### config.mk
export PLATFORM = sky130hd
export DESIGN_NAME = fronthaul_ecpri_packet_classifier_unit
export DESIGN_NICKNAME = d
export VERILOG_FILES = /design/src/hdl/fh_ecpri_pkg.sv /design/src/hdl/fh_ecpri_ram.sv /design/src/hdl/fronthaul_ecpri_packet_classifier_unit.sv
export SDC_FILE = /design/constraint.sdc
export NUM_CORES = 1
export LEC_CHECK = 0
export ABC_CLOCK_PERIOD_IN_PS = 6900
export BUFFER_PORTS_ARGS = -buffer_cell sky130_fd_sc_hd__clkbuf_2
export CAP_MARGIN = 10
export CORE_MARGIN = 1.5
export CORE_UTILIZATION = 58
export DETAILED_ROUTE_END_ITERATION = 7
export HOLD_SLACK_MARGIN = 0.15
export PLACE_DENSITY = 0.76
export SLEW_MARGIN = 30
export SYNTH_ARGS = -nofsm -noshare
export SYNTH_HDL_FRONTEND = slang
export SYNTH_SLANG_ARGS = --single-unit
### constraint.sdc
create_clock -name aclk -period 6.9 [get_ports aclk]
set_input_delay 0 -clock aclk [delete_from_list [all_inputs] [get_ports aclk]]
set_output_delay 0 -clock aclk [all_outputs]
set_load 0.005 [all_outputs]
### src/hdl/fh_ecpri_pkg.sv
// ----------------------------------------------------------------------------
// fh_ecpri_pkg
// Shared types and constants of the fronthaul eCPRI packet classifier.
// ----------------------------------------------------------------------------
package fh_ecpri_pkg;

    // configuration register indexes
    localparam logic [2:0] REG_PRACH_EAXC_LIST  = 3'd0;
    localparam logic [2:0] REG_PRACH_EAXC_COUNT = 3'd1;
    localparam logic [2:0] REG_SRS_CLASSIFY_EN  = 3'd2;
    localparam logic [2:0] REG_FORCE_SRS_EN     = 3'd3;
    localparam logic [2:0] REG_FORCE_SRS_SF     = 3'd4;
    localparam logic [2:0] REG_FORCE_SRS_SLOT   = 3'd5;
    localparam logic [2:0] REG_FORCE_SRS_SYM    = 3'd6;

    localparam int CFG_ADDR_W = 3;
    localparam int CFG_DATA_W = 64;

    // frame class codes
    localparam logic [1:0] CLASS_PRACH    = 2'd0;
    localparam logic [1:0] CLASS_SRS      = 2'd1;
    localparam logic [1:0] CLASS_OTHER    = 2'd2;
    localparam logic [1:0] CLASS_UNPARSED = 2'd3;

    // ethernet tag protocol ids that push the ecpri header back
    localparam logic [15:0] TPID_VLAN = 16'h8100;
    localparam logic [15:0] TPID_QINQ = 16'h88a8;

    // frame byte positions
    localparam int ETYPE_LO_POS   = 13;
    localparam int OFF_PLAIN      = 14;
    localparam int OFF_TAGGED     = 18;
    localparam int MIN_PARSE_LEN  = 22;
    localparam int MIN_TIMING_LEN = 30;
    localparam int ECPRI_HDR_LEN  = 6;
    localparam int OFH_HDR_LEN    = 16;

    // positions relative to the ecpri header start
    localparam int REL_MSG_TYPE = 1;
    localparam int REL_PCID_LO  = 5;
    localparam int REL_SFN      = 9;
    localparam int REL_SYM      = 11;
    localparam int REL_PRB_LO   = 14;
    localparam int REL_NPRB     = 15;

    localparam int M_TDATA_W = 72;

    // result payload, last member in the lowest bits
    typedef struct packed {
        logic [2:0]  pad;
        logic [7:0]  prb_count;
        logic [9:0]  start_prb;
        logic [5:0]  symbol_id;
        logic [5:0]  slot_id;
        logic [3:0]  subframe_id;
        logic [7:0]  frame_number;
        logic        timing_valid;
        logic [7:0]  message_type;
        logic [15:0] carrier_id;
        logic [1:0]  prach_index;
    } result_data_t;

    typedef struct packed {
        logic [1:0]   frame_class;
        result_data_t data;
    } result_t;

endpackage

### src/hdl/fh_ecpri_ram.sv
// ----------------------------------------------------------------------------
// fh_ecpri_ram
// Generic simple dual-port RAM, one write and one registered read port.
// ----------------------------------------------------------------------------
module fh_ecpri_ram #(
    parameter int WIDTH = 8,
    parameter int DEPTH = 48,
    localparam int AW = (DEPTH > 1) ? $clog2(DEPTH) : 1
) (
    input  logic             aclk,
    input  logic             wr_en,
    input  logic [AW-1:0]    wr_addr,
    input  logic [WIDTH-1:0] wr_data,
    input  logic             rd_en,
    input  logic [AW-1:0]    rd_addr,
    output logic [WIDTH-1:0] rd_data
);

    logic [WIDTH-1:0] mem [DEPTH];

    // write port
    always_ff @(posedge aclk) begin
        if (wr_en) begin
            mem[wr_addr] <= wr_data;
        end
    end

    // registered read port
    always_ff @(posedge aclk) begin
        if (rd_en) begin
            rd_data <= mem[rd_addr];
        end
    end

endmodule

### src/hdl/fronthaul_ecpri_packet_classifier_unit.sv
// ----------------------------------------------------------------------------
// fronthaul_ecpri_packet_classifier_unit
// Classifies O-RAN fronthaul eCPRI frames as PRACH, SRS, other or unparsed.
// ----------------------------------------------------------------------------
// The block takes one frame byte per cycle on the s_ stream, tlast on the
// final byte, and gives one result per frame on the m_ stream: tuser holds
// the frame class, tdata the eCPRI and O-RAN header fields. Bytes are written
// into a header RAM; stage 2 pairs each byte with its predecessor from the
// RAM's registered read port. m_tvalid follows the last byte through stage
// 2 and the result buffer. Input runs at one byte per cycle while the result
// side keeps up; s_tready drops while the second result entry is full, or
// while the first entry is full, a result is in flight and m_tready is low.
// There is no clearing pass after reset. Bytes past PEEK_BYTES are ignored.
// ----------------------------------------------------------------------------
module fronthaul_ecpri_packet_classifier_unit
    import fh_ecpri_pkg::*;
#(
    parameter int PEEK_BYTES     = 48,
    parameter int MAX_PRACH_EAXC = 4
) (
    input  logic                  aclk,
    input  logic                  aresetn,
    // configuration write port
    input  logic                  cfg_we,
    input  logic [CFG_ADDR_W-1:0] cfg_addr,
    input  logic [CFG_DATA_W-1:0] cfg_wdata,
    // frame byte stream
    input  logic                  s_tvalid,
    output logic                  s_tready,
    input  logic [7:0]            s_tdata,   // frame_byte
    input  logic                  s_tlast,   // end_of_frame
    // result stream
    output logic                  m_tvalid,
    input  logic                  m_tready,
    // prach_index[1:0], carrier_id[17:2], message_type[25:18],
    // timing_valid[26], frame_number[34:27], subframe_id[38:35],
    // slot_id[44:39], symbol_id[50:45], start_prb[60:51], prb_count[68:61],
    // zero pad[71:69]
    output logic [M_TDATA_W-1:0]  m_tdata,
    output logic [1:0]            m_tuser    // frame_class
);

    localparam int AW = (PEEK_BYTES > 1) ? $clog2(PEEK_BYTES) : 1;
    localparam int CW = $clog2(PEEK_BYTES + 1);
    localparam logic [CW-1:0] PEEK_CNT = CW'(PEEK_BYTES);
    localparam logic [2:0]    MAX_CNT  = 3'(MAX_PRACH_EAXC);

    // configuration registers
    logic [63:0] eaxc_list_reg;
    logic [2:0]  eaxc_count_reg;
    logic        srs_en_reg;
    logic        force_en_reg;
    logic [3:0]  force_sf_reg;
    logic [5:0]  force_slot_reg;
    logic [5:0]  force_sym_reg;

    always_ff @(posedge aclk) begin
        if (!aresetn) begin
            eaxc_list_reg  <= '0;
            eaxc_count_reg <= '0;
            srs_en_reg     <= 1'b0;
            force_en_reg   <= 1'b0;
            force_sf_reg   <= '0;
            force_slot_reg <= '0;
            force_sym_reg  <= '0;
        end else if (cfg_we) begin
            unique case (cfg_addr)
                REG_PRACH_EAXC_LIST:  eaxc_list_reg  <= cfg_wdata;
                REG_PRACH_EAXC_COUNT: eaxc_count_reg <= cfg_wdata[2:0];
                REG_SRS_CLASSIFY_EN:  srs_en_reg     <= cfg_wdata[0];
                REG_FORCE_SRS_EN:     force_en_reg   <= cfg_wdata[0];
                REG_FORCE_SRS_SF:     force_sf_reg   <= cfg_wdata[3:0];
                REG_FORCE_SRS_SLOT:   force_slot_reg <= cfg_wdata[5:0];
                REG_FORCE_SRS_SYM:    force_sym_reg  <= cfg_wdata[5:0];
                default: ;
            endcase
        end
    end

    // ------------------------------------------------------------------
    // stage 1: byte counter, header ram write and predecessor read
    // ------------------------------------------------------------------
    logic          s_xfer;
    logic [CW-1:0] cnt_reg, cnt_next;
    logic [CW-1:0] cnt_inc;
    logic          kept;
    logic [CW-1:0] prev_addr;
    logic [7:0]    prev_byte;

    assign s_xfer  = s_tvalid && s_tready;
    assign kept    = (cnt_reg < PEEK_CNT);
    assign cnt_inc = kept ? (cnt_reg + CW'(1)) : cnt_reg;

    always_comb begin
        cnt_next = cnt_reg;
        if (s_xfer) begin
            cnt_next = s_tlast ? '0 : cnt_inc;
        end
    end

    always_ff @(posedge aclk) begin
        if (!aresetn) begin
            cnt_reg <= '0;
        end else begin
            cnt_reg <= cnt_next;
        end
    end

    assign prev_addr = (cnt_reg == '0) ? '0 : (cnt_reg - CW'(1));

    fh_ecpri_ram #(
        .WIDTH (8),
        .DEPTH (PEEK_BYTES)
    ) u_header_store (
        .aclk    (aclk),
        .wr_en   (s_xfer && kept),
        .wr_addr (cnt_reg[AW-1:0]),
        .wr_data (s_tdata),
        .rd_en   (s_xfer),
        .rd_addr (prev_addr[AW-1:0]),
        .rd_data (prev_byte)
    );

    // stage 2 registers
    logic          s2_valid_reg;
    logic          s2_last_reg;
    logic          s2_kept_reg;
    logic [CW-1:0] s2_pos_reg;
    logic [CW-1:0] s2_len_reg;
    logic [7:0]    s2_byte_reg;

    always_ff @(posedge aclk) begin
        if (!aresetn) begin
            s2_valid_reg <= 1'b0;
            s2_last_reg  <= 1'b0;
        end else begin
            s2_valid_reg <= s_xfer;
            s2_last_reg  <= s_xfer && s_tlast;
        end
    end

    always_ff @(posedge aclk) begin
        if (s_xfer) begin
            s2_kept_reg <= kept;
            s2_pos_reg  <= cnt_reg;
            s2_len_reg  <= cnt_inc;
            s2_byte_reg <= s_tdata;
        end
    end

    // ------------------------------------------------------------------
    // stage 2: field capture from current and previous byte
    // ------------------------------------------------------------------
    logic          tagged_reg, tagged_next;
    logic [7:0]    msg_reg, msg_next;
    logic [15:0]   pcid_reg, pcid_next;
    logic [7:0]    sfn_reg, sfn_next;
    logic [3:0]    sf_reg, sf_next;
    logic [5:0]    slot_reg, slot_next;
    logic [5:0]    sym_reg, sym_next;
    logic [9:0]    sprb_reg, sprb_next;
    logic [7:0]    nprb_reg, nprb_next;
    logic [CW-1:0] hdr_off;
    logic [CW-1:0] rel;
    logic          in_hdr;

    assign hdr_off = tagged_reg ? CW'(OFF_TAGGED) : CW'(OFF_PLAIN);
    assign in_hdr  = s2_valid_reg && s2_kept_reg && (s2_pos_reg >= hdr_off);
    assign rel     = s2_pos_reg - hdr_off;

    always_comb begin
        tagged_next = tagged_reg;
        msg_next    = msg_reg;
        pcid_next   = pcid_reg;
        sfn_next    = sfn_reg;
        sf_next     = sf_reg;
        slot_next   = slot_reg;
        sym_next    = sym_reg;
        sprb_next   = sprb_reg;
        nprb_next   = nprb_reg;
        // ethertype decides the header offset
        if (s2_valid_reg && s2_kept_reg && (s2_pos_reg == CW'(ETYPE_LO_POS))) begin
            tagged_next = ({prev_byte, s2_byte_reg} == TPID_VLAN) ||
                          ({prev_byte, s2_byte_reg} == TPID_QINQ);
        end
        if (in_hdr) begin
            if (rel == CW'(REL_MSG_TYPE)) begin
                msg_next = s2_byte_reg;
            end
            if (rel == CW'(REL_PCID_LO)) begin
                pcid_next = {prev_byte, s2_byte_reg};
            end
            if (rel == CW'(REL_SFN)) begin
                sfn_next = s2_byte_reg;
            end
            if (rel == CW'(REL_SYM)) begin
                sf_next   = prev_byte[7:4];
                slot_next = {prev_byte[3:0], s2_byte_reg[7:6]};
                sym_next  = s2_byte_reg[5:0];
            end
            if (rel == CW'(REL_PRB_LO)) begin
                sprb_next = {prev_byte[1:0], s2_byte_reg};
            end
            if (rel == CW'(REL_NPRB)) begin
                nprb_next = s2_byte_reg;
            end
        end
    end

    always_ff @(posedge aclk) begin
        if (!aresetn) begin
            tagged_reg <= 1'b0;
        end else begin
            tagged_reg <= tagged_next;
        end
    end

    always_ff @(posedge aclk) begin
        msg_reg  <= msg_next;
        pcid_reg <= pcid_next;
        sfn_reg  <= sfn_next;
        sf_reg   <= sf_next;
        slot_reg <= slot_next;
        sym_reg  <= sym_next;
        sprb_reg <= sprb_next;
        nprb_reg <= nprb_next;
    end

    // ------------------------------------------------------------------
    // classification on the final byte
    // ------------------------------------------------------------------
    logic       parsed;
    logic       timing_ok;
    logic [2:0] n_eff;
    logic       prach_hit;
    logic [1:0] prach_idx;
    logic       srs_hit;
    result_t    res_new;

    assign parsed    = (s2_len_reg >= CW'(MIN_PARSE_LEN)) &&
                       ((hdr_off + CW'(ECPRI_HDR_LEN)) <= s2_len_reg);
    assign timing_ok = (s2_len_reg >= CW'(MIN_TIMING_LEN)) &&
                       ((hdr_off + CW'(OFH_HDR_LEN)) <= s2_len_reg);
    assign n_eff     = (eaxc_count_reg > MAX_CNT) ? MAX_CNT : eaxc_count_reg;

    // first matching eaxc entry wins
    always_comb begin
        prach_hit = 1'b0;
        prach_idx = '0;
        for (int k = MAX_PRACH_EAXC - 1; k >= 0; k--) begin
            if ((msg_next == 8'd0) && (3'(k) < n_eff) &&
                (eaxc_list_reg[16*k +: 16] == pcid_next)) begin
                prach_hit = 1'b1;
                prach_idx = 2'(k);
            end
        end
    end

    assign srs_hit = srs_en_reg && force_en_reg && (msg_next == 8'd0) && timing_ok &&
                     (sf_next == force_sf_reg) && (slot_next == force_slot_reg) &&
                     (sym_next == force_sym_reg);

    always_comb begin
        res_new = '0;
        if (!parsed) begin
            res_new.frame_class = CLASS_UNPARSED;
        end else begin
            priority if (prach_hit) begin
                res_new.frame_class = CLASS_PRACH;
            end else if (srs_hit) begin
                res_new.frame_class = CLASS_SRS;
            end else begin
                res_new.frame_class = CLASS_OTHER;
            end
            res_new.data.prach_index  = prach_hit ? prach_idx : 2'd0;
            res_new.data.carrier_id   = pcid_next;
            res_new.data.message_type = msg_next;
            if (timing_ok) begin
                res_new.data.timing_valid = 1'b1;
                res_new.data.frame_number = sfn_next;
                res_new.data.subframe_id  = sf_next;
                res_new.data.slot_id      = slot_next;
                res_new.data.symbol_id    = sym_next;
                res_new.data.start_prb    = sprb_next;
                res_new.data.prb_count    = nprb_next;
            end
        end
    end

    // ------------------------------------------------------------------
    // two-entry result buffer
    // ------------------------------------------------------------------
    logic    out_valid_reg, skid_valid_reg;
    result_t out_reg, skid_reg;
    logic    push, pop;

    assign push     = s2_last_reg;
    assign pop      = out_valid_reg && m_tready;
    assign s_tready = !(skid_valid_reg || (out_valid_reg && s2_last_reg && !m_tready));

    always_ff @(posedge aclk) begin
        if (!aresetn) begin
            out_valid_reg  <= 1'b0;
            skid_valid_reg <= 1'b0;
        end else if (!out_valid_reg || pop) begin
            if (skid_valid_reg) begin
                out_valid_reg  <= 1'b1;
                skid_valid_reg <= push;
            end else begin
                out_valid_reg  <= push;
            end
        end else if (push) begin
            skid_valid_reg <= 1'b1;
        end
    end

    always_ff @(posedge aclk) begin
        if (!out_valid_reg || pop) begin
            if (skid_valid_reg) begin
                out_reg  <= skid_reg;
                skid_reg <= res_new;
            end else begin
                out_reg  <= res_new;
            end
        end else if (push) begin
            skid_reg <= res_new;
        end
    end

    assign m_tvalid = out_valid_reg;
    assign m_tdata  = out_reg.data;
    assign m_tuser  = out_reg.frame_class;

endmodule

==> impl_metrics.env <==
export IMPL_status="complete, no violations"
export IMPL_cts_root_buffer="clkbuf_16"
export IMPL_drt_iter0_markers=2311
export IMPL_yosysSeqAreaShare=0.6613
export IMPL_p_seq_frac=0.516
export IMPL_vias=20970
export IMPL_tightest_slew_ps=1024
export IMPL_pwr_share_clk=0.411
export IMPL_worstSetupPathType="reg2reg"
export IMPL_final_antenna_net_count=0
export IMPL_synth_top_area_cell="edfxtp_1"
export IMPL_drc=0
export IMPL_final_area_mm2=0.03530
export IMPL_synth_ff_type="edfxtp_1"
export IMPL_min_period_over_period=0.6800
export IMPL_drt_pass1_iterations=6
export IMPL_cp_data_arrival_time_ps=5060
export IMPL_setup_viol=0
export IMPL_yosysWarnings=0
export IMPL_wirelength_um=77780
export IMPL_rrSetupSlack_ps=2210
export IMPL_fmax_mhz=213.1
export IMPL_holdWs_ps=298.5
export IMPL_required_ps=7270
export IMPL_finalSetupTns_ps=0
export IMPL_insertion_delay_ps=620
export IMPL_synth_area_per_cell_um2=12.04
export IMPL_synth_top_cell_area_share=0.5536
export IMPL_nets=2852
export IMPL_cp_start_kind="flop"
export IMPL_routedWlPerCell_um=22.25
export IMPL_start_util=0.5868
export IMPL_hp_class="in2reg"
export IMPL_io_pins=157
export IMPL_internal_power_mw=7.155
export IMPL_via_per_inst=5.999
export IMPL_clk_pin_slew_ps=60
export IMPL_hpwl_um=46920
export IMPL_drive_gt1_frac=0.1277
export IMPL_combinationalPowerShare=0.073
export IMPL_placementRows=83
export IMPL_power_mw=9.287
export IMPL_largest_reg_flops=384
export IMPL_core_region_area_mm2=0.05130
export IMPL_fillers=3487
export IMPL_slew_violations=0
export IMPL_period_needed_ps=4692
export IMPL_rsz0062_at_grt="false"
export IMPL_switchingPower_mw=2.132
export IMPL_skew_ps=20.77
export IMPL_antenna_found_initial=1
export IMPL_dpl_cell_count=3211
export IMPL_placed_cell_area_mm2=0.03145
export IMPL_area_growth_pct=17.23
export IMPL_layout_common_cells="edfxtp_1 (555), nand2_1 (457), dfxtp_1 (160)"
export IMPL_cts_tree="yes"
export IMPL_htree_levels=3
export IMPL_hold_viol_final=0
export IMPL_drv_cap=0
export IMPL_cts_buffers=72
export IMPL_finalWeightedCongestion=0.9196
export IMPL_cp_end_kind="flop"
export IMPL_portBuffers=153
export IMPL_p_leak_nw=13.05
export IMPL_grt_overflow=0
export IMPL_grt_usage=0.2915
export IMPL_ys_ff_latch=717
export IMPL_grt_pass1_vias=20450
export IMPL_p_sw_frac=0.2296
export IMPL_power_density_mw_per_mm2=263.1
export IMPL_synth_cell_types=80
export IMPL_final_cells=3495
export IMPL_maxSlewHeadroom=0.3039
export IMPL_die_area_mm2=0.05328
export IMPL_grt_max_degree=113
export IMPL_die_y_um=230.8
export IMPL_final_common_cell="edfxtp_1"
export IMPL_grt_pass1_wl_um=118600
export IMPL_netlist_area_mm2=0.03011
export IMPL_path_max_fanout=18
export IMPL_cts_path_max_buffers=3
export IMPL_ys_async_sr_fraction=0
export IMPL_vdd_ir_drop_worst_mv=0.2653
export IMPL_die_w_um=230.8
export IMPL_cts_sinks=717
export IMPL_synth_edf_count=555
export IMPL_ys_top_cells_by_area="edfxtp_1 (55%), dfxtp_1 (11%), nand2_1 (5.7%)"
export IMPL_postSynthCellCount=2501
-- area by class of cell --
type | instances | area (um2) | area share
sequential | 717 | 19910 | 0.5642
multi-input combinational | 1542 | 9346 | 0.2648
timing repair buffer | 330 | 2525 | 0.07154
clock buffer | 87 | 1974 | 0.05594
tap | 680 | 850.8 | 0.02411
inverter | 96 | 360.3 | 0.01021
clock inverter | 40 | 316.6 | 0.008969
antenna | 3 | 7.507 | 0.0002127
-- cell usage after synthesis (9+ instances only) --
cell,n
o31ai_1,62
nand3_1,98
nor2_1,159
mux2_2,11
a211oi_1,11
xor2_1,48
mux4_2,16
buf_1,9
a21oi_1,95
buf_2,9
xnor2_1,28
nor3_1,18
edfxtp_1,555
nand2_1,457
ha_1,11
clkbuf_1,125
dfxtp_1,162
mux2i_1,91
o21ai_0,56
or3_1,38
a311oi_1,48
a31oi_1,10
inv_1,88
a21boi_0,70
a221oi_1,10
nand4_1,14
nor4_1,14
and3_1,38
nor2b_1,28
-- per-layer routing --
metal | routed length [um] | GRT usage | share of wire
met1 | 30540 | 0.3821 | 0.39
met2 | 37770 | 0.4778 | 0.49
met3 | 5799 | 0.04533 | 0.075
met4 | 3665 | 0.1395 | 0.047
met5 | 0 | 0 | 0
-- power groups by stage --
stage	Combinational (mW)	Sequential (mW)	Clock (mW)
final	0.678	4.79	3.82
after global routing	0.729	4.79	4.01
after CTS	0.661	4.79	3.84
after detailed placement	0.610	4.88	0
after global placement	0.594	4.88	0
after floorplan	0.386	4.84	0
-- what timing repair did --
action | 4_1_cts | 5_1_grt
buffers inserted | 0 | 0
hold buffers | 151 | 3
endpoints found under the hold margin | 332 | 93
resized for setup | 0 | 0
-- through the flow --
stage	utilization	setup slack [ps]
2_1_floorplan	-	582.1
3_3_place_gp	0.6122	2328
3_5_place_dp	0.6131	2267
4_1_cts	0.6872	2257
5_1_grt	0.6879	1935
6_report	0.6880	2208
-- worst max-delay path, stage by stage, from the launching register on --
cell      delay, ps
edfxtp_1        540
fa_1            540
o31ai_1         260
nand3_1         290
and3_1          310
o211ai_2        640
mux2i_1         480
o21ai_0         130
or4_1           440
o31ai_1         410
nor3_1          130
or2_2           280
-- logic make-up (layout without fill, tap and decap cells) --
kind of cell / count (synthesis) / count (layout) / synth area share
other cells: 1 / 6 / 0.0001246
flops: 717 / 717 / 0.6613
simple gates: 919 / 919 / 0.1378
xor+xnor: 77 / 77 / 0.02265
compound gates: 411 / 411 / 0.09376
fa+ha+maj: 12 / 12 / 0.005236
mux: 120 / 120 / 0.04746
buf+inv: 244 / 553 / 0.03167
-- worst paths after layout --
| kind | cells past startpoint | from | to |
|---|---|---|---|
| worst max-delay path | 11 | s2_pos_reg[1] | skid_reg[72] |
| worst min-delay path | 3 | s_tvalid | s2_valid_reg |
| worst max register to register | 11 | s2_pos_reg[1] | skid_reg[72] |
| worst min register to register | 2 | sym_reg[5] | sym_reg[5] |
Power figures use the tool's default switching activity.
